[src/mmts_pkg.sv]
// ----------------------------------------------------------------------------
// Multi-mode task scheduler package
// Shared types and codes for the scheduler's sequencer, table and top level.
// ----------------------------------------------------------------------------
package mmts_pkg;

  // Entry states
  localparam logic [1:0] ST_EMPTY   = 2'd0;
  localparam logic [1:0] ST_RUN     = 2'd1;
  localparam logic [1:0] ST_ZOMBIE  = 2'd2;
  localparam logic [1:0] ST_BLOCKED = 2'd3;

  // Scheduling modes
  localparam logic [2:0] MODE_RR    = 3'd0;
  localparam logic [2:0] MODE_LOW   = 3'd1;
  localparam logic [2:0] MODE_PRIO  = 3'd2;
  localparam logic [2:0] MODE_SHARE = 3'd3;
  localparam logic [2:0] MODE_QUEUE = 3'd4;

  // Event opcodes
  localparam logic [2:0] OP_YIELD     = 3'd0;
  localparam logic [2:0] OP_EXIT      = 3'd1;
  localparam logic [2:0] OP_SET_PRIO  = 3'd2;
  localparam logic [2:0] OP_SET_SHARE = 3'd3;
  localparam logic [2:0] OP_SET_QUEUE = 3'd4;
  localparam logic [2:0] OP_TICK      = 3'd5;

  // Error codes
  localparam logic [1:0] ERR_NONE  = 2'd0;
  localparam logic [1:0] ERR_NORUN = 2'd1;
  localparam logic [1:0] ERR_QUEUE = 2'd2;

  localparam logic [7:0] SHARE_MAX = 8'd255;
  localparam logic [1:0] QUEUE_MAX = 2'd3;

  typedef struct packed {
    logic [1:0]  state;
    logic [15:0] priority_v;
    logic [7:0]  share;
    logic [7:0]  share_count;
    logic [1:0]  queue;
  } entry_t;

  typedef struct packed {
    logic [2:0]  opcode;
    logic [15:0] argument;
  } in_item_t;

  typedef struct packed {
    logic [2:0] grant_id;
    logic       halted;
    logic [1:0] error_code;
  } out_item_t;

endpackage

[src/mmts_table.sv]
// ----------------------------------------------------------------------------
// Scheduler entry table
// One synchronous memory of entries, one write and one registered read port.
// ----------------------------------------------------------------------------
module mmts_table #(
  parameter int NUM_ENTRIES = 5
) (
  input  logic                           clk,
  input  logic                           rd_en,
  input  logic [$clog2(NUM_ENTRIES)-1:0] rd_addr,
  output mmts_pkg::entry_t               rd_data,
  input  logic                           wr_en,
  input  logic [$clog2(NUM_ENTRIES)-1:0] wr_addr,
  input  mmts_pkg::entry_t               wr_data
);
  import mmts_pkg::*;

  entry_t mem_r [NUM_ENTRIES];
  entry_t rd_data_r;

  always_ff @(posedge clk) begin
    if (wr_en) begin
      mem_r[wr_addr] <= wr_data;
    end
    if (rd_en) begin
      rd_data_r <= mem_r[rd_addr];
    end
  end

  assign rd_data = rd_data_r;

endmodule

[src/mmts_seq.sv]
// ----------------------------------------------------------------------------
// Scheduler sequencer
// Walks the entry table one entry at a time, a read state then an evaluate
// state per entry, for every scheduling pass.
module mmts_seq #(
  parameter int NUM_ENTRIES = 5
) (
  input  logic                           clk,
  input  logic                           rst_n,
  input  logic [2:0]                     mode_i,
  input  logic                           start_i,
  input  mmts_pkg::in_item_t             item_i,
  output logic                           idle_o,
  output logic                           done_o,
  output mmts_pkg::out_item_t            result_o,
  input  logic                           ack_i,
  output logic                           rd_en,
  output logic [$clog2(NUM_ENTRIES)-1:0] rd_addr,
  input  mmts_pkg::entry_t               rd_data,
  output logic                           wr_en,
  output logic [$clog2(NUM_ENTRIES)-1:0] wr_addr,
  output mmts_pkg::entry_t               wr_data
);
  import mmts_pkg::*;

  localparam int IW = $clog2(NUM_ENTRIES);
  localparam int KW = $clog2(2 * NUM_ENTRIES + 1);

  typedef enum logic [5:0] {
    S_INIT = 6'b000001,
    S_IDLE = 6'b000010,
    S_MOD  = 6'b000100,
    S_RD   = 6'b001000,
    S_EV   = 6'b010000,
    S_OUT  = 6'b100000
  } fsm_t;

  typedef enum logic [7:0] {
    PH_RR    = 8'b00000001,
    PH_LOW   = 8'b00000010,
    PH_PMIN  = 8'b00000100,
    PH_PSEL  = 8'b00001000,
    PH_SHARE = 8'b00010000,
    PH_QFIND = 8'b00100000,
    PH_QMIN  = 8'b01000000,
    PH_QBLK  = 8'b10000000
  } phase_t;

  fsm_t          fsm_r, fsm_nxt;
  phase_t        phase_r, phase_nxt;
  logic [IW-1:0] p_r, p_nxt;
  logic [KW-1:0] k_r, k_nxt;
  logic [IW-1:0] cur_r, cur_nxt;
  logic          halt_r, halt_nxt;
  logic [1:0]    err_r, err_nxt;
  logic [15:0]   best_r, best_nxt;
  logic          any_r, any_nxt;
  logic [1:0]    low_r, low_nxt;
  logic [2:0]    op_r, op_nxt;
  logic [15:0]   arg_r, arg_nxt;
  logic [IW-1:0] init_r, init_nxt;

  phase_t        go_phase;
  logic [IW-1:0] go_p;
  logic [KW-1:0] go_k;
  logic          last;
  logic          any_n;
  logic [15:0]   best_n;
  logic [1:0]    st_n;
  logic [1:0]    low_n;
  entry_t        mod_e;
  entry_t        init_e;

  function automatic logic [IW-1:0] nxt_idx(input logic [IW-1:0] v);
    nxt_idx = (v == IW'(NUM_ENTRIES - 1)) ? '0 : v + 1'b1;
  endfunction

  // Where each mode's first walk starts.
  always_comb begin
    case (mode_i)
      MODE_LOW: begin
        go_phase = PH_LOW;
        go_p     = IW'(1);
        go_k     = KW'(NUM_ENTRIES - 1);
      end
      MODE_PRIO: begin
        go_phase = PH_PMIN;
        go_p     = IW'(1);
        go_k     = KW'(NUM_ENTRIES - 1);
      end
      MODE_SHARE: begin
        go_phase = PH_SHARE;
        go_p     = cur_r;
        go_k     = KW'(2 * NUM_ENTRIES);
      end
      MODE_QUEUE: begin
        go_phase = PH_QFIND;
        go_p     = cur_r;
        go_k     = KW'(NUM_ENTRIES);
      end
      default: begin
        go_phase = PH_RR;
        go_p     = nxt_idx(cur_r);
        go_k     = KW'(NUM_ENTRIES);
      end
    endcase
  end

  assign last = (k_r == KW'(1));

  always_comb begin
    any_n  = any_r;
    best_n = best_r;
    if (rd_data.state == ST_RUN && (!any_r || rd_data.priority_v < best_r)) begin
      any_n  = 1'b1;
      best_n = rd_data.priority_v;
    end
    st_n  = (rd_data.state == ST_BLOCKED) ? ST_RUN : rd_data.state;
    low_n = low_r;
    if (st_n == ST_RUN && rd_data.queue < low_r) begin
      low_n = rd_data.queue;
    end
  end

  always_comb begin
    mod_e = rd_data;
    case (op_r)
      OP_EXIT:      mod_e.state = ST_ZOMBIE;
      OP_SET_PRIO:  mod_e.priority_v = arg_r;
      OP_SET_SHARE: mod_e.share = (arg_r > 16'(SHARE_MAX)) ? SHARE_MAX : arg_r[7:0];
      OP_SET_QUEUE: mod_e.queue = (arg_r > 16'(QUEUE_MAX)) ? QUEUE_MAX : arg_r[1:0];
      default:      mod_e = rd_data;
    endcase
  end

  always_comb begin
    init_e             = '0;
    init_e.state       = (init_r == '0) ? ST_EMPTY : ST_RUN;
    init_e.share_count = (init_r == IW'(1)) ? 8'd1 : 8'd0;
    init_e.queue       = (init_r == '0) ? 2'd0 : {1'b0, ~init_r[0]};
  end

  always_comb begin
    fsm_nxt   = fsm_r;
    phase_nxt = phase_r;
    p_nxt     = p_r;
    k_nxt     = k_r;
    cur_nxt   = cur_r;
    halt_nxt  = halt_r;
    err_nxt   = err_r;
    best_nxt  = best_r;
    any_nxt   = any_r;
    low_nxt   = low_r;
    op_nxt    = op_r;
    arg_nxt   = arg_r;
    init_nxt  = init_r;
    rd_en     = 1'b0;
    rd_addr   = p_r;
    wr_en     = 1'b0;
    wr_addr   = p_r;
    wr_data   = rd_data;

    case (fsm_r)
      S_INIT: begin
        wr_en    = 1'b1;
        wr_addr  = init_r;
        wr_data  = init_e;
        init_nxt = nxt_idx(init_r);
        if (init_r == IW'(NUM_ENTRIES - 1)) begin
          fsm_nxt = S_IDLE;
        end
      end

      S_IDLE: begin
        if (start_i) begin
          op_nxt  = item_i.opcode;
          arg_nxt = item_i.argument;
          if (halt_r) begin
            fsm_nxt = S_OUT;
          end else begin
            case (item_i.opcode)
              OP_YIELD, OP_TICK: begin
                phase_nxt = go_phase;
                p_nxt     = go_p;
                k_nxt     = go_k;
                any_nxt   = 1'b0;
                fsm_nxt   = S_RD;
              end
              OP_EXIT, OP_SET_PRIO, OP_SET_SHARE, OP_SET_QUEUE: begin
                rd_en   = 1'b1;
                rd_addr = cur_r;
                fsm_nxt = S_MOD;
              end
              default: fsm_nxt = S_OUT;
            endcase
          end
        end
      end

      S_MOD: begin
        wr_en   = 1'b1;
        wr_addr = cur_r;
        wr_data = mod_e;
        if (op_r == OP_EXIT) begin
          phase_nxt = go_phase;
          p_nxt     = go_p;
          k_nxt     = go_k;
          any_nxt   = 1'b0;
          fsm_nxt   = S_RD;
        end else begin
          fsm_nxt = S_OUT;
        end
      end

      S_RD: begin
        rd_en   = 1'b1;
        rd_addr = p_r;
        fsm_nxt = S_EV;
      end

      S_EV: begin
        // Default: move to the next entry of this walk.
        fsm_nxt = S_RD;
        p_nxt   = nxt_idx(p_r);
        k_nxt   = k_r - 1'b1;
        case (phase_r)
          PH_RR, PH_LOW: begin
            if (rd_data.state == ST_RUN) begin
              cur_nxt = p_r;
              fsm_nxt = S_OUT;
            end else if (last) begin
              halt_nxt = 1'b1;
              err_nxt  = ERR_NORUN;
              fsm_nxt  = S_OUT;
            end
          end
          PH_PMIN: begin
            any_nxt  = any_n;
            best_nxt = best_n;
            if (last) begin
              if (!any_n) begin
                halt_nxt = 1'b1;
                err_nxt  = ERR_NORUN;
                fsm_nxt  = S_OUT;
              end else begin
                phase_nxt = PH_PSEL;
                p_nxt     = nxt_idx(cur_r);
                k_nxt     = KW'(NUM_ENTRIES);
              end
            end
          end
          PH_PSEL: begin
            if (rd_data.state == ST_RUN && rd_data.priority_v <= best_r) begin
              cur_nxt = p_r;
              fsm_nxt = S_OUT;
            end else if (last) begin
              halt_nxt = 1'b1;
              err_nxt  = ERR_NORUN;
              fsm_nxt  = S_OUT;
            end
          end
          PH_SHARE: begin
            if (rd_data.state == ST_RUN) begin
              wr_en = 1'b1;
              if (rd_data.share_count >= rd_data.share) begin
                wr_data.share_count = 8'd0;
              end else begin
                wr_data.share_count = rd_data.share_count + 8'd1;
                cur_nxt = p_r;
                fsm_nxt = S_OUT;
              end
            end
            if (fsm_nxt != S_OUT && last) begin
              halt_nxt = 1'b1;
              err_nxt  = ERR_NORUN;
              fsm_nxt  = S_OUT;
            end
          end
          PH_QFIND: begin
            if (rd_data.state == ST_RUN || rd_data.state == ST_BLOCKED) begin
              low_nxt   = rd_data.queue;
              phase_nxt = PH_QMIN;
              p_nxt     = IW'(1);
              k_nxt     = KW'(NUM_ENTRIES - 1);
            end else if (last) begin
              halt_nxt = 1'b1;
              err_nxt  = ERR_NORUN;
              fsm_nxt  = S_OUT;
            end
          end
          PH_QMIN: begin
            if (rd_data.state == ST_BLOCKED) begin
              wr_en         = 1'b1;
              wr_data.state = ST_RUN;
            end
            low_nxt = low_n;
            if (last) begin
              phase_nxt = PH_QBLK;
              p_nxt     = IW'(1);
              k_nxt     = KW'(NUM_ENTRIES - 1);
            end
          end
          PH_QBLK: begin
            if (rd_data.state == ST_RUN && rd_data.queue != low_r) begin
              wr_en         = 1'b1;
              wr_data.state = ST_BLOCKED;
            end
            if (last) begin
              if (low_r > 2'd1) begin
                halt_nxt = 1'b1;
                err_nxt  = ERR_QUEUE;
                fsm_nxt  = S_OUT;
              end else if (low_r == 2'd0) begin
                phase_nxt = PH_RR;
                p_nxt     = nxt_idx(cur_r);
                k_nxt     = KW'(NUM_ENTRIES);
              end else begin
                phase_nxt = PH_LOW;
                p_nxt     = IW'(1);
                k_nxt     = KW'(NUM_ENTRIES - 1);
              end
            end
          end
          default: fsm_nxt = S_OUT;
        endcase
      end

      S_OUT: begin
        if (ack_i) begin
          fsm_nxt = S_IDLE;
        end
      end

      default: fsm_nxt = S_IDLE;
    endcase
  end

  always_ff @(posedge clk) begin
    if (!rst_n) begin
      fsm_r   <= S_INIT;
      phase_r <= PH_RR;
      cur_r   <= IW'(1);
      halt_r  <= 1'b0;
      err_r   <= ERR_NONE;
      init_r  <= '0;
    end else begin
      fsm_r   <= fsm_nxt;
      phase_r <= phase_nxt;
      cur_r   <= cur_nxt;
      halt_r  <= halt_nxt;
      err_r   <= err_nxt;
      init_r  <= init_nxt;
    end
  end

  always_ff @(posedge clk) begin
    p_r    <= p_nxt;
    k_r    <= k_nxt;
    best_r <= best_nxt;
    any_r  <= any_nxt;
    low_r  <= low_nxt;
    op_r   <= op_nxt;
    arg_r  <= arg_nxt;
  end

  assign idle_o              = (fsm_r == S_IDLE);
  assign done_o              = (fsm_r == S_OUT);
  assign result_o.grant_id   = 3'(cur_r);
  assign result_o.halted     = halt_r;
  assign result_o.error_code = halt_r ? err_r : ERR_NONE;

endmodule

[src/multi_mode_task_scheduler.sv]
// ----------------------------------------------------------------------------
// Multi-mode task scheduler
// Picks the next entry to run under one of five modes from a table in memory.
// ----------------------------------------------------------------------------
// Set events pass through S_MOD to S_OUT and unknown events go straight to S_OUT;
// a scheduling event passes S_RD and S_EV for each table entry the sequencer visits.
// One event is in flight at a time; the output register lets the next one in.
// While the table is written with its reset values after reset, no event is accepted.
module multi_mode_task_scheduler #(
  parameter int NUM_ENTRIES = 5
) (
  input  logic                 clk,
  input  logic                 rst_n,
  input  logic                 in_valid,
  output logic                 in_ready,
  input  mmts_pkg::in_item_t   in_data,
  output logic                 out_valid,
  input  logic                 out_ready,
  output mmts_pkg::out_item_t  out_data,
  input  logic                 cfg_valid,
  output logic                 cfg_ready,
  input  logic [2:0]           cfg_data
);
  import mmts_pkg::*;

  localparam int IW = $clog2(NUM_ENTRIES);

  logic [2:0]    sched_mode_r;
  logic          seq_idle;
  logic          seq_done;
  logic          seq_ack;
  out_item_t     seq_result;
  logic          out_valid_r;
  out_item_t     out_data_r;
  logic          rd_en;
  logic [IW-1:0] rd_addr;
  entry_t        rd_data;
  logic          wr_en;
  logic [IW-1:0] wr_addr;
  entry_t        wr_data;

  assign cfg_ready = 1'b1;

  always_ff @(posedge clk) begin
    if (!rst_n) begin
      sched_mode_r <= MODE_RR;
    end else if (cfg_valid) begin
      sched_mode_r <= cfg_data;
    end
  end

  mmts_table #(.NUM_ENTRIES(NUM_ENTRIES)) u_table (
    .clk     (clk),
    .rd_en   (rd_en),
    .rd_addr (rd_addr),
    .rd_data (rd_data),
    .wr_en   (wr_en),
    .wr_addr (wr_addr),
    .wr_data (wr_data)
  );

  mmts_seq #(.NUM_ENTRIES(NUM_ENTRIES)) u_seq (
    .clk      (clk),
    .rst_n    (rst_n),
    .mode_i   (sched_mode_r),
    .start_i  (in_valid),
    .item_i   (in_data),
    .idle_o   (seq_idle),
    .done_o   (seq_done),
    .result_o (seq_result),
    .ack_i    (seq_ack),
    .rd_en    (rd_en),
    .rd_addr  (rd_addr),
    .rd_data  (rd_data),
    .wr_en    (wr_en),
    .wr_addr  (wr_addr),
    .wr_data  (wr_data)
  );

  assign in_ready = seq_idle;
  // A finished result moves into the output register when it is free.
  assign seq_ack  = seq_done & (~out_valid_r | out_ready);

  always_ff @(posedge clk) begin
    if (!rst_n) begin
      out_valid_r <= 1'b0;
    end else if (seq_ack) begin
      out_valid_r <= 1'b1;
    end else if (out_ready) begin
      out_valid_r <= 1'b0;
    end
  end

  always_ff @(posedge clk) begin
    if (seq_ack) begin
      out_data_r <= seq_result;
    end
  end

  assign out_valid = out_valid_r;
  assign out_data  = out_data_r;

  a_busy_after_accept: assert property (@(posedge clk) disable iff (!rst_n)
    (in_valid && in_ready) |=> !in_ready)
    else $error("sequencer still idle after an accepted beat");

  a_halt_has_error: assert property (@(posedge clk) disable iff (!rst_n)
    (out_valid && out_data.halted) |-> (out_data.error_code != ERR_NONE))
    else $error("halted result without an error code");

  a_running_no_error: assert property (@(posedge clk) disable iff (!rst_n)
    (out_valid && !out_data.halted) |-> (out_data.error_code == ERR_NONE))
    else $error("error code reported while running");

  a_hold_when_full: assert property (@(posedge clk) disable iff (!rst_n)
    (seq_done && out_valid && !out_ready) |=> seq_done)
    else $error("result lost while the output register was full");

endmodule

[config.mk]
export PLATFORM = sky130hd
export DESIGN_NAME = multi_mode_task_scheduler
export DESIGN_NICKNAME = d
export VERILOG_FILES = /design/src/mmts_pkg.sv /design/src/mmts_table.sv /design/src/mmts_seq.sv /design/src/multi_mode_task_scheduler.sv
export SDC_FILE = /design/constraint.sdc
export NUM_CORES = 1
export LEC_CHECK = 0
export ABC_CLOCK_PERIOD_IN_PS = 10100
export BUFFER_PORTS_ARGS = -buffer_cell sky130_fd_sc_hd__buf_4
export CELL_PAD_IN_SITES_DETAIL_PLACEMENT = 2
export CELL_PAD_IN_SITES_GLOBAL_PLACEMENT = 2
export CORE_UTILIZATION = 48
export DETAILED_ROUTE_END_ITERATION = 8
export GPL_TIMING_DRIVEN = 0
export HOLD_SLACK_MARGIN = 0.05
export PLACE_DENSITY = 0.87
export SLEW_MARGIN = 20
export SYNTH_ARGS = -nofsm -noshare
export SYNTH_HDL_FRONTEND = slang
export SYNTH_SLANG_ARGS = --single-unit
[constraint.sdc]
create_clock -name clk -period 10.1 [get_ports clk]
set_clock_uncertainty 0.15 [all_clocks]
set_input_delay 2.02 -clock clk [delete_from_list [all_inputs] [get_ports clk]]
set_output_delay 2.02 -clock clk [all_outputs]
set_load 0.005 [all_outputs]
==> impl_results.md, run 1 <==
- Status: finished clean
- FILL cells: about 2,500
- Area of the core: 27,300 um2
- GRT Resource Usage Total: about a third
- Drt pass-1 iters: 5
- Synthesized area per cell: between 10 and 15 um2
- Clk sink count: between 200 and 300
- Die width: 169 um
- Register area share after synthesis: a little under two thirds
- Die ar.: between 20,000 and 30,000 um2
- Setup crit end kind: register
- Diode count: 0
- Final hold viol count: 0
- Synth Warn #: 0
- Layout area overhead: 14.3%
- Via count: 9,541
- Routed Antenna Nets: 0
- Vias in the first global route: ~11,000
- #FFs+latches synth: 294
- # placed instances: between 1,000 and 1,500
- Seq pwr share: 48.7%
- Clk pin slew, worst setup/hold paths: 0.06 ns
- Setup TNS: 0 ns
- Global-route wire length before repair: between 60,000 and 70,000 um
- # hold bufs at CTS: 0
- Drt total wl: between 40,000 and 50,000 um
- RSZ-0062 raised after global routing: false
- Max Fclk: 0.205 GHz
- FP Rows: 60
- Mapped Cells: a little over 1,000
- Actual slew at the worst max-slew pin: between 1 and 1.5 ns
- Clk buf depth: 3
- Static leakage power: about 5.6 nW
- Largest net degree at the start of global routing: 23
- Gpl congestion: ~0.81
- Nets: roughly 1,200
- Grt ovf: 0
- Pins Over Slew Limit: 0
- Port Buffer Count: 34
- Post-synth EDFFs: ~270
- Distinct cell type count after synthesis: 80
- # DRC: 0
- Crit path DAT: about 5 ns
- Post-synthesis async set-or-reset flop share: 0%
- Crit-path max FO: 10
- Maximum vdd drop: approximately 0.17 mV
- WS Path Type: reg -> reg
- P_int: about 0.0026 W
- Post-CTS Setup Inserts: 0
- Pwr/cell area: ~260 nW/um2
- Root buffer cell: clkbuf_16
- Initial drt markers: 730
- CTS tree: yes
- Total CTS buffers: 31
- Clk_lat worst skew: 0.57 ns
- Final worst path period share: about half
- Clock network fraction of total power: around 28%
- Min Tclk post-route: approximately 5 ns
- Net Sw Frac: about 34%
- NetSw: around 0.0013 W
- Top-Level Pins: 36
- Comb pwr share: between 20% and 30%
- Netlist Area Pre-Place: approximately 13,000 um2
- Non-filler cells, final: between 1,500 and 2,000
- H-tree Lvls: 1
- Total of max-cap violations: 0
- Via-to-Cell Ratio: ~6.4
- HP Class: reg -> reg
- Synth Flop Type: edfxtp_1
- Relative slew slack: 21.8%
- Die height: about 170 um
- Wirelength per Cell: 31.3 um
- CTS resizes: 0
- Share of cells above drive strength 1: about 17%
- DP HPWL: between 30,000 and 40,000 um
- Initial Util: a little under 50%
- Initial antenna violation count: 1
- Syn_nets: between 1,000 and 1,500
- Startpoint Class: register
- CP Data Required Time: 10.22 ns
- Final setup viols: 0
## area by class of cell
cell class | count | area [um2] | share of cell area (%)
buffer | 52 | 323 | 2.10
clock buffer | 37 | 798 | 5.19
clock inverter | 20 | 146 | 0.953
inverter | 44 | 165 | 1.07
multi-input combinational | 621 | 4450 | 29.0
sequential | 294 | 8560 | 55.7
tap | 372 | 465 | 3.03
timing repair buffer | 61 | 460 | 3.00
## synthesized netlist by cell type (5+ instances only)
cell,number,area (um2)
a211oi_1,5,37.5
a21oi_1,51,255
a22oi_1,5,37.5
a31oi_1,9,56.3
and3_1,8,50.1
buf_2,9,45.0
buf_6,7,78.8
clkbuf_1,28,105
dfxtp_1,27,541
edfxtp_1,267,8020
ha_1,36,450
inv_1,44,165
mux2i_1,84,841
nand2_1,110,413
nand3_1,20,100
nand3b_1,8,60.1
nand4_1,7,43.8
nor2_1,57,214
nor2b_1,7,43.8
nor3_1,13,65.1
nor4_1,12,75.1
o21a_1,6,45.0
o21ai_0,50,250
o221ai_1,5,43.8
o221ai_2,31,465
xor2_1,5,43.8
## power by group through the flow
stage          clock (W)  sequential (W)  combinational, W
4_1_cts          0.00110         0.00192          0.000912
6_report         0.00109         0.00192          0.000929
3_5_place_dp           0         0.00194          0.000882
3_3_place_gp           0         0.00195          0.000665
5_1_grt          0.00114         0.00194          0.000969
2_1_floorplan          0         0.00191          0.000451
## sequential cells by signal, indices dropped and copies added, names as in the netlist
signal	count
u_table.mem_r	180
u_table.rd_data	36
u_seq.arg_r	16
u_seq.best_r	16
u_seq.phase_r	8
out_data	6
u_seq.fsm_r	6
u_seq.k_r	4
sched_mode_r	3
u_seq.cur_r	3
u_seq.init_r	3
u_seq.op_r	3
u_seq.p_r	3
u_seq.err_r	2
u_seq.low_r	2
out_valid	1
u_seq.any_r	1
u_seq.halt_r	1
## critical path, cell delays in order (launching register included)
cell      delay [ns]
dfxtp_1         0.32
clkbuf_1        0.20
nor4_1          0.46
and3b_1         0.27
clkbuf_1        0.60
a22oi_1         0.23
o21ai_0         0.47
nor4b_2         0.99
buf_2           0.39
buf_2           0.29
buf_4           0.23
## cells by family (layout without fill, tap and decap cells)
group | count (synthesis) | in the layout | share of synthesized area (%)
flops | 294 | 294 | 63.7
simple gates | 281 | 281 | 10.4
compound gates | 207 | 207 | 11.8
buf+inv | 96 | 214 | 3.63
mux | 87 | 87 | 6.53
fa+ha+maj | 36 | 36 | 3.35
xor+xnor | 9 | 9 | 0.586
other cells | 1 | 1 | 0.0279
## per-layer routing
layer | wire length (um) | up-vias | share of wire, % | global-route usage [%]
met5 | 54 | - | 0.12 | 0
met1 | 18400 | 4934 | 39 | 40.6
met2 | 23900 | 417 | 51 | 58.4
li1 | - | 4048 | - | -
met3 | 2510 | 140 | 5.3 | 5.32
met4 | 2060 | 2 | 4.4 | 14.3
## per-stage QoR
step	util (%)	worst slack (ns)	power (W)	area (um2)	hold slack (ns)
after floorplan	-	3.84	0.00236	13400	0.256
after global placement	52.0	-0.255	0.00261	14200	0.263
after detailed placement	52.9	5.55	0.00282	14400	0.275
after CTS	56.3	5.45	0.00394	15400	0.324
after global routing	56.4	5.15	0.00404	15400	0.331
final	56.4	5.22	0.00395	15400	0.308
## worst paths after layout
| kind | start | endpoint | slack [ns] | cells past startpoint |
|---|---|---|---|---|
| max | u_seq.fsm_r[4]$_SDFFE_PN0P_ | u_table.mem_r[1][20]$_DFFE_PP_ | 5.22 | 10 |
| max reg2reg | u_seq.fsm_r[4]$_SDFFE_PN0P_ | u_table.mem_r[1][20]$_DFFE_PP_ | 5.22 | 10 |
| min | u_seq.cur_r[2]$_SDFFE_PN0P_ | out_data[5]$_DFFE_PP_ | 0.31 | 0 |
| min reg2reg | u_seq.cur_r[2]$_SDFFE_PN0P_ | out_data[5]$_DFFE_PP_ | 0.31 | 0 |
## placed cells by master (no fill, tap or decap), drive strengths merged, types with 6 or more instances in the layout
master / synthesis / final
o21a: 6 / 6
o21ai: 51 / 51
nor4: 12 / 12
mux2i: 84 / 84
o221ai: 36 / 36
nor3: 14 / 14
a21oi: 51 / 51
buf: 24 / 85
nor2: 57 / 57
and3: 8 / 8
nand3b: 8 / 8
a31oi: 10 / 10
nand4: 7 / 7
clkbuf: 28 / 65
nor2b: 7 / 7
edfxtp: 267 / 267
nand2: 110 / 110
dfxtp: 27 / 27
ha: 36 / 36
nand3: 21 / 21
inv: 44 / 44
clkinv: 0 / 16
Power figures use the tool's default switching activity.
==> run 2, diff against run 1 <==
--- a/config.mk
+++ b/config.mk
@@ -5,15 +5,16 @@
 export SDC_FILE = /design/constraint.sdc
 export NUM_CORES = 1
 export LEC_CHECK = 0
-export ABC_CLOCK_PERIOD_IN_PS = 10100
+export ABC_AREA = 1
+export ABC_CLOCK_PERIOD_IN_PS = 5100
 export BUFFER_PORTS_ARGS = -buffer_cell sky130_fd_sc_hd__buf_4
 export CELL_PAD_IN_SITES_DETAIL_PLACEMENT = 2
 export CELL_PAD_IN_SITES_GLOBAL_PLACEMENT = 2
-export CORE_UTILIZATION = 48
+export CORE_UTILIZATION = 42
 export DETAILED_ROUTE_END_ITERATION = 8
 export GPL_TIMING_DRIVEN = 0
 export HOLD_SLACK_MARGIN = 0.05
-export PLACE_DENSITY = 0.87
+export PLACE_DENSITY = 0.82
 export SLEW_MARGIN = 20
 export SYNTH_ARGS = -nofsm -noshare
 export SYNTH_HDL_FRONTEND = slang
==> constraint.sdc (replaced) <==
create_clock -name clk -period 5.1 [get_ports clk]
set_clock_uncertainty 0.15 [all_clocks]
set_input_delay 1.02 -clock clk [delete_from_list [all_inputs] [get_ports clk]]
set_output_delay 1.02 -clock clk [all_outputs]
set_load 0.005 [all_outputs]
==> run 2 against run 1 <==
Net effect: flip-flop and latch count unchanged; sequential share of layout area shrank 0.14 points; utilization down 6.5 points; register-to-register slack lost 4.4 ns; via count up 9.1%; non-clock buffer count down 15; critical endpoint is now u_table.mem_r[4][28]$_DFFE_PP_; largest cell class unchanged.
==> impl_results.md, run 2 <==
- Status: finished clean
- Share of cells above drive strength 1: 11.0% (-5.7 points)
- Most frequent cells in the layout: 267 x edfxtp_1, 198 x nand2_1, 189 x inv_1, 117 x nor2_1, 76 x o211ai_1
- WHS Path Cells: 2 (+2)
- Total CTS buffers: 35 (+13%)
- Layout area overhead: 15.9%
- # hold bufs at CTS: 0 (unchanged)
- Area leader, netlist: edfxtp_1
- Initial drt markers: 841 (+15%)
- Fin worst setup slack: 0.834 ns (-4.38 ns)
- Final Util: 49.8% (-6.5 points)
- WS Path Type: reg -> reg
- Grt ovf: 0 (unchanged)
- Netlist Area Pre-Place: 13,300 um2 (-1.1%)
- Comb pwr share: 25.4% (+1.8 points)
- Actual slew at the worst max-slew pin: 0.980 ns (-0.191 ns)
- RR Endpoint: u_table.mem_r[4][28]$_DFFE_PP_
- Synth cell count leaders: 267 x edfxtp_1, 199 x nand2_1, 189 x inv_1, 119 x nor2_1, 76 x o211ai_1
- #FFs+latches synth: 294 (unchanged)
- Initial Util: 43.0% (-6.3 points)
- Final worst path period share: 83.6% (+35 points)
- Largest net degree at the start of global routing: 23 (unchanged)
- Synth Warn #: 0 (unchanged)
- Routed Antenna Nets: 0 (unchanged)
- Pre-CTS setup slack: 1.18 ns (-4.37 ns)
- Drt pass-1 iters: 4 (-1)
- HP Class: reg -> reg
- Gpl congestion: 0.833 (+2.5%)
- Pins Over Slew Limit: 0 (unchanged)
- Largest cells by area after synthesis: edfxtp_1 60%, nand2_1 5.6%, inv_1 5.3%
- H-tree Lvls: 2 (+1)
- Seq pwr share: 46.1% (-2.6 points)
- Initial antenna violation count: 0 (-1)
- Vias in the first global route: 11,800 (+12%)
- FP Rows: 64 (+6.7%)
- P_int: 0.00567 W (+120%)
- GRT Resource Usage Total: 31.3% (-2.0 points)
- Die height: 180 um (+6.2%)
- Max reg flops: 180 (unchanged)
- Setup crit end kind: register
- Die width: 180 um (+6.2%)
- Post-synth top area share: 60.3% (+0.66 points)
- Port Buffer Count: 34 (unchanged)
- Via-to-Cell Ratio: 6.02 (-5.3%)
- Clk pin slew, worst setup/hold paths: 0.06 ns (about the same)
- FF-to-FF Start: u_seq.fsm_r[2]$_SDFFE_PN0P_
- Sequential cell area: 8560 um2 (unchanged)
- Post-CTS Setup Inserts: 0 (unchanged)
- Global-route wire length before repair: 74,900 um (+8.5%)
- Crit path DAT: 4.34 ns (-0.66 ns)
- Synthesized area per cell: 11.0 um2 (-18%)
- Drt total wl: 49,700 um (+5.8%)
- CTS tree: yes
- Net Sw Frac: 33.8% (+0.25 points)
- Total of max-cap violations: 0 (unchanged)
- Mapped Cells: 1,214 (+20%)
- Final hold viol count: 0 (unchanged)
- Clock network fraction of total power: 28.5% (+0.8 points)
- Register area share after synthesis: 64.4% (+0.70 points)
- Nets: 1,371 (+17%)
- Post-synthesis async set-or-reset flop share: 0% (unchanged)
- Pwr/cell area: 555 nW/um2 (+120%)
- Reg2Reg Depth: 10 (unchanged)
- Reg with most FFs: u_table.mem_r
- Top-count cell post-synth: edfxtp_1
- Setup TNS: 0 ns (unchanged)
- Largest registers: u_table.mem_r (180), u_table.rd_data (36)
- NetSw: 0.00289 W (+120%)
- Static leakage power: 6.10 nW (+8.8%)
- Max Fclk: 0.234 GHz (+14%)
- Distinct cell type count after synthesis: 49 (-39%)
- Clk buf depth: 3 (unchanged)
- Relative slew slack: 34.3% (+13 points)
- Clk sink count: 294 (unchanged)
- Commonest non-fill, non-tap cell in the layout: edfxtp_1
- RSZ-0062 raised after global routing: false
- Top-Level Pins: 36 (unchanged)
- Flop-to-flop setup slack: 0.83 ns (-4.38 ns)
- Post-synth EDFFs: 267 (unchanged)
- Hold Path End: u_seq.err_r[1]$_SDFFE_PN0P_
- Synth Flop Type: edfxtp_1
- CP Data Required Time: 5.17 ns (-5.05 ns)
- DP HPWL: 32,800 um (+4.3%)
- Via count: 10,400 (+9.1%)
- CTS resizes: 0 (unchanged)
- Maximum vdd drop: 0.447 mV (+170%)
- Crit path from: u_seq.fsm_r[2]$_SDFFE_PN0P_
- Crit-path max FO: 8 (-2)
- Area of the core: 30,900 um2 (+13%)
- Diode count: 0 (unchanged)
- Clk_lat worst skew: 0.53 ns (-0.04 ns)
- Die ar.: 32,400 um2 (+13%)
- Min Tclk post-route: 4.27 ns (-0.618 ns)
- Final setup viols: 0 (unchanged)
- Multi-input logic area: 3860 um2 (-13%)
- Startpoint Class: register
- FILL cells: 3,104 (+26%)
- # DRC: 0 (unchanged)
- Wirelength per Cell: 28.7 um (-8.1%)
- Root buffer cell: clkbuf_16
- Syn_nets: 1,277 (+19%)
- Min-delay src: u_seq.err_r[1]$_SDFFE_PN0P_
## run 2: worst max path at each step
stage	slack [ns]	to	cells after the start
CTS	0.91	u_table.mem_r[4][30]$_DFFE_PP_	10
floorplan	0.53	u_table.mem_r[4][0]$_DFFE_PP_	10
global placement	-2.76	u_table.mem_r[1][16]$_DFFE_PP_	9
finish	0.83	u_table.mem_r[4][28]$_DFFE_PP_	10
global route	0.78	u_table.mem_r[4][27]$_DFFE_PP_	10
detailed placement	1.18	u_table.mem_r[4][29]$_DFFE_PP_	10
## run 2: worst max-delay path: stages (launching register included)
cell,delay (ns)
dfxtp_1,0.34
nor2_1,0.29
nand4_1,0.37
nand2_1,0.30
inv_1,0.19
a221oi_1,0.72
nand2b_1,0.35
nor3_2,0.61
buf_6,0.24
buf_6,0.17
buf_4,0.21
## run 2: final cells by class
cell class                 instances  share of cell area, %
buffer                            41                   1.25
clock buffer                      44                   5.90
clock inverter                    18                   1.01
inverter                         194                   4.73
multi-input combinational        685                   25.1
sequential                       294                   55.5
tap                              396                   3.22
timing repair buffer              57                   3.27
## run 2: per-layer routing
metal,global-route usage [%],part of all wire [%],vias to the layer above
li1,-,-,4477
met4,15.3,4.8,0
met3,5.51,5.4,151
met2,56.0,51,403
met5,0,0,-
met1,36.0,38,5374
## run 2: power groups by stage
stage / Clock (W) / Combinational (W) / Sequential, W
after global routing: 0.00254 / 0.00230 / 0.00399
after floorplan: 0 / 0.00103 / 0.00388
after detailed placement: 0 / 0.00206 / 0.00395
final: 0.00244 / 0.00218 / 0.00395
after global placement: 0 / 0.00149 / 0.00389
after CTS: 0.00246 / 0.00216 / 0.00394
## run 2: kinds of logic after synthesis
family	after synthesis	synth area share [%]
buffers and inverters	235	6.92
AOI/OAI and AO/OA	256	12.9
other	1	0.0282
DFF	294	64.4
xor gates and xnor gates	2	0.132
and+or+nand+nor	390	12.3
adders and majority gates	36	3.39
## run 2: stage by stage
step	power, W	instance area [um2]	hold WS [ns]	cells
floorplan	0.00490	13300	0.289	1214
CTS	0.00856	15400	0.335	1729
global route	0.00883	15400	0.355	1729
detailed placement	0.00601	14300	0.317	1667
global placement	0.00538	14000	0.306	1644
finish	0.00856	15400	0.338	1729
==> run 3, diff against run 2 <==
--- a/config.mk
+++ b/config.mk
@@ -6,7 +6,7 @@
 export NUM_CORES = 1
 export LEC_CHECK = 0
 export ABC_AREA = 1
-export ABC_CLOCK_PERIOD_IN_PS = 5100
+export ABC_CLOCK_PERIOD_IN_PS = 4500
 export BUFFER_PORTS_ARGS = -buffer_cell sky130_fd_sc_hd__buf_4
 export CELL_PAD_IN_SITES_DETAIL_PLACEMENT = 2
 export CELL_PAD_IN_SITES_GLOBAL_PLACEMENT = 2
==> constraint.sdc (replaced) <==
create_clock -name clk -period 4.5 [get_ports clk]
set_clock_uncertainty 0.15 [all_clocks]
set_input_delay 0.9 -clock clk [delete_from_list [all_inputs] [get_ports clk]]
set_output_delay 0.9 -clock clk [all_outputs]
set_load 0.005 [all_outputs]
==> run 3 against run 2 <==
Net effect: register-to-register slack got worse by 0.40 ns; setup slack got worse by 0.40 ns; combinational power rose by 9%; total power rose by 9.2%; critical path type unchanged; critical endpoint is now u_table.mem_r[4][17]$_DFFE_PP_; highest routed layer unchanged.
==> impl_results.md, run 3 (same netlist as run 2, synthesis figures left out) <==
- Status: finished clean
- WHS Path Cells: 1 (-1)
- Actual slew at the worst max-slew pin: 1.20 ns (+0.216 ns)
- Share of cells above drive strength 1: 10.9% (-0.13 points)
- CP Data Required Time: 4.65 ns (-0.52 ns)
- Total of max-cap violations: 0 (unchanged)
- Routed Antenna Nets: 0 (unchanged)
- Relative slew slack: 19.7% (-15 points)
- H-tree Lvls: 1 (-1)
- Reg2Reg Depth: 13 (+3)
- Clk_lat worst skew: 0.59 ns (+0.06 ns)
- Static leakage power: 6.04 nW (-1.0%)
- Diode count: 0 (unchanged)
- Routing usage on met1: 35.4% (-0.53 points)
- Total CTS buffers: 31 (-11%)
- Via count: 10,100 (-2.8%)
- Commonest non-fill, non-tap cell in the layout: edfxtp_1
- DP HPWL: 32,800 um (+0.13%)
- Root buffer cell: clkbuf_16
- Max Fclk: 0.246 GHz (+4.9%)
- Post-CTS Setup Inserts: 0 (unchanged)
- Die width: 180 um (unchanged)
- Setup crit end kind: register
- Final Util: 49.5% (-0.38 points)
- GRT busiest layer: met2
- Initial drt markers: 777 (-7.6%)
- Via-to-Cell Ratio: 5.89 (-2.1%)
- RSZ-0062 raised after global routing: false
- Min Tclk post-route: 4.07 ns (-0.200 ns)
- Layout area overhead: 15.0%
- Clk sink count: 294 (unchanged)
- Max reg flops: 180 (unchanged)
- Met2 Track Usage GR: 51.9% (-4.1 points)
- # hold bufs at CTS: 0 (unchanged)
- Largest registers: u_table.mem_r (180), u_table.rd_data (36)
- Clk pin slew, worst setup/hold paths: 0.06 ns (about the same)
- Gpl congestion: 0.844 (+1.3%)
- Wirelength per Cell: 27.2 um (-5.2%)
- Crit path DAT: 4.21 ns (-0.13 ns)
- Startpoint Class: register
- Met3 global-route usage: 3.26% (-2.2 points)
- HP Class: in -> reg
- Reg with most FFs: u_table.mem_r
- Final worst path period share: 90.3% (+6.7 points)
- FILL cells: 3,136 (+1.0%)
- Crit-path max FO: 12 (+4)
- Port Buffer Count: 34 (unchanged)
- Die height: 180 um (unchanged)
- Most frequent cells in the layout: 267 x edfxtp_1, 198 x nand2_1, 189 x inv_1, 117 x nor2_1, 76 x o211ai_1
- Drt total wl: 46,700 um (-5.9%)
- Top-Level Pins: 36 (unchanged)
- Final hold viol count: 0 (unchanged)
- Vias in the first global route: 11,400 (-3.8%)
- Drt pass-1 iters: 7 (+3)
- Global-route wire length before repair: 70,400 um (-6.0%)
- Die ar.: 32,400 um2 (unchanged)
- Pwr/cell area: 611 nW/um2 (+10%)
- Finished Cell Area: 15,300 um2 (-0.77%)
- # DRC: 0 (unchanged)
- FP Rows: 64 (unchanged)
- Grt ovf: 0 (unchanged)
- Maximum vdd drop: 0.415 mV (-7.2%)
- Area of the core: 30,900 um2 (unchanged)
- GRT Resource Usage Total: 28.9% (-2.3 points)
- Final setup viols: 0 (unchanged)
- Clk buf depth: 3 (unchanged)
- CTS resizes: 0 (unchanged)
- Largest net degree at the start of global routing: 37 (+61%)
- CTS tree: yes
- WS Path Type: reg -> reg
- Initial antenna violation count: 0 (unchanged)
- Pins Over Slew Limit: 0 (unchanged)
- Initial Util: 43.0% (unchanged)
- Placement Cell Area: 14,300 um2 (-0.14%)
- Nets: 1,363 (-0.58%)
run 3: area by class of cell:
class | count | area, um2 | share of cell area (%)
flip-flops and latches | 294 | 8560 | 56.0
multi-input cells | 685 | 3870 | 25.3
clock buffers | 38 | 802 | 5.25
inverters | 194 | 728 | 4.76
well taps | 396 | 495 | 3.24
repair buffers | 53 | 473 | 3.09
plain buffers | 41 | 193 | 1.26
clock inverters | 16 | 169 | 1.10
run 3: metrics by stage:
stage | setup TNS (ns) | std cells | power, W | worst slack (ns) | hold slack [ns]
6_report | 0 | 1717 | 0.00934 | 0.435 | 0.336
5_1_grt | 0 | 1717 | 0.00963 | 0.260 | 0.329
4_1_cts | 0 | 1717 | 0.00935 | 0.491 | 0.325
3_5_place_dp | 0 | 1663 | 0.00677 | 0.504 | 0.326
3_3_place_gp | -408.61 | 1644 | 0.00602 | -3.32 | 0.308
2_1_floorplan | 0 | 1214 | 0.00556 | 0.0593 | 0.289
run 3: path summary, 6_finish.rpt:
kind / from / end / slack, ns
max: u_table.rd_data[34]$_DFFE_PP_ / u_table.mem_r[4][17]$_DFFE_PP_ / 0.43
min: in_data[7] / u_seq.arg_r[7]$_DFFE_PP_ / 0.34
max reg2reg: u_table.rd_data[34]$_DFFE_PP_ / u_table.mem_r[4][17]$_DFFE_PP_ / 0.43
min reg2reg: u_seq.phase_r[7]$_SDFFE_PN0P_ / u_seq.phase_r[7]$_SDFFE_PN0P_ / 0.35
run 3: report_power, final:
group / switching (W) / internal [W] / total [W]
combinational: 0.00176 / 0.000604 / 0.00237
clock: 0.00110 / 0.00143 / 0.00253
sequential: 0.000284 / 0.00416 / 0.00444
total: 0.00315 / 0.00620 / 0.00934
run 3: critical path, cell delays in order, from the launching register on:
cell and delay (ns):
edfxtp_1 0.50, inv_1 0.21, nor2_2 0.37, inv_1 0.15
clkbuf_1 0.32, nor2_1 0.19, inv_1 0.13, nand3_1 0.10
a21oi_1 0.12, nand2b_1 0.35, nor3_4 0.54, buf_8 0.28
buf_8 0.18, buf_8 0.18
run 3: layer usage:
layer | vias to the layer above | share of wire (%)
met1 | 5170 | 40
met4 | 0 | 3.6
met2 | 366 | 51
met3 | 113 | 5.6
met5 | - | 0
li1 | 4469 | -
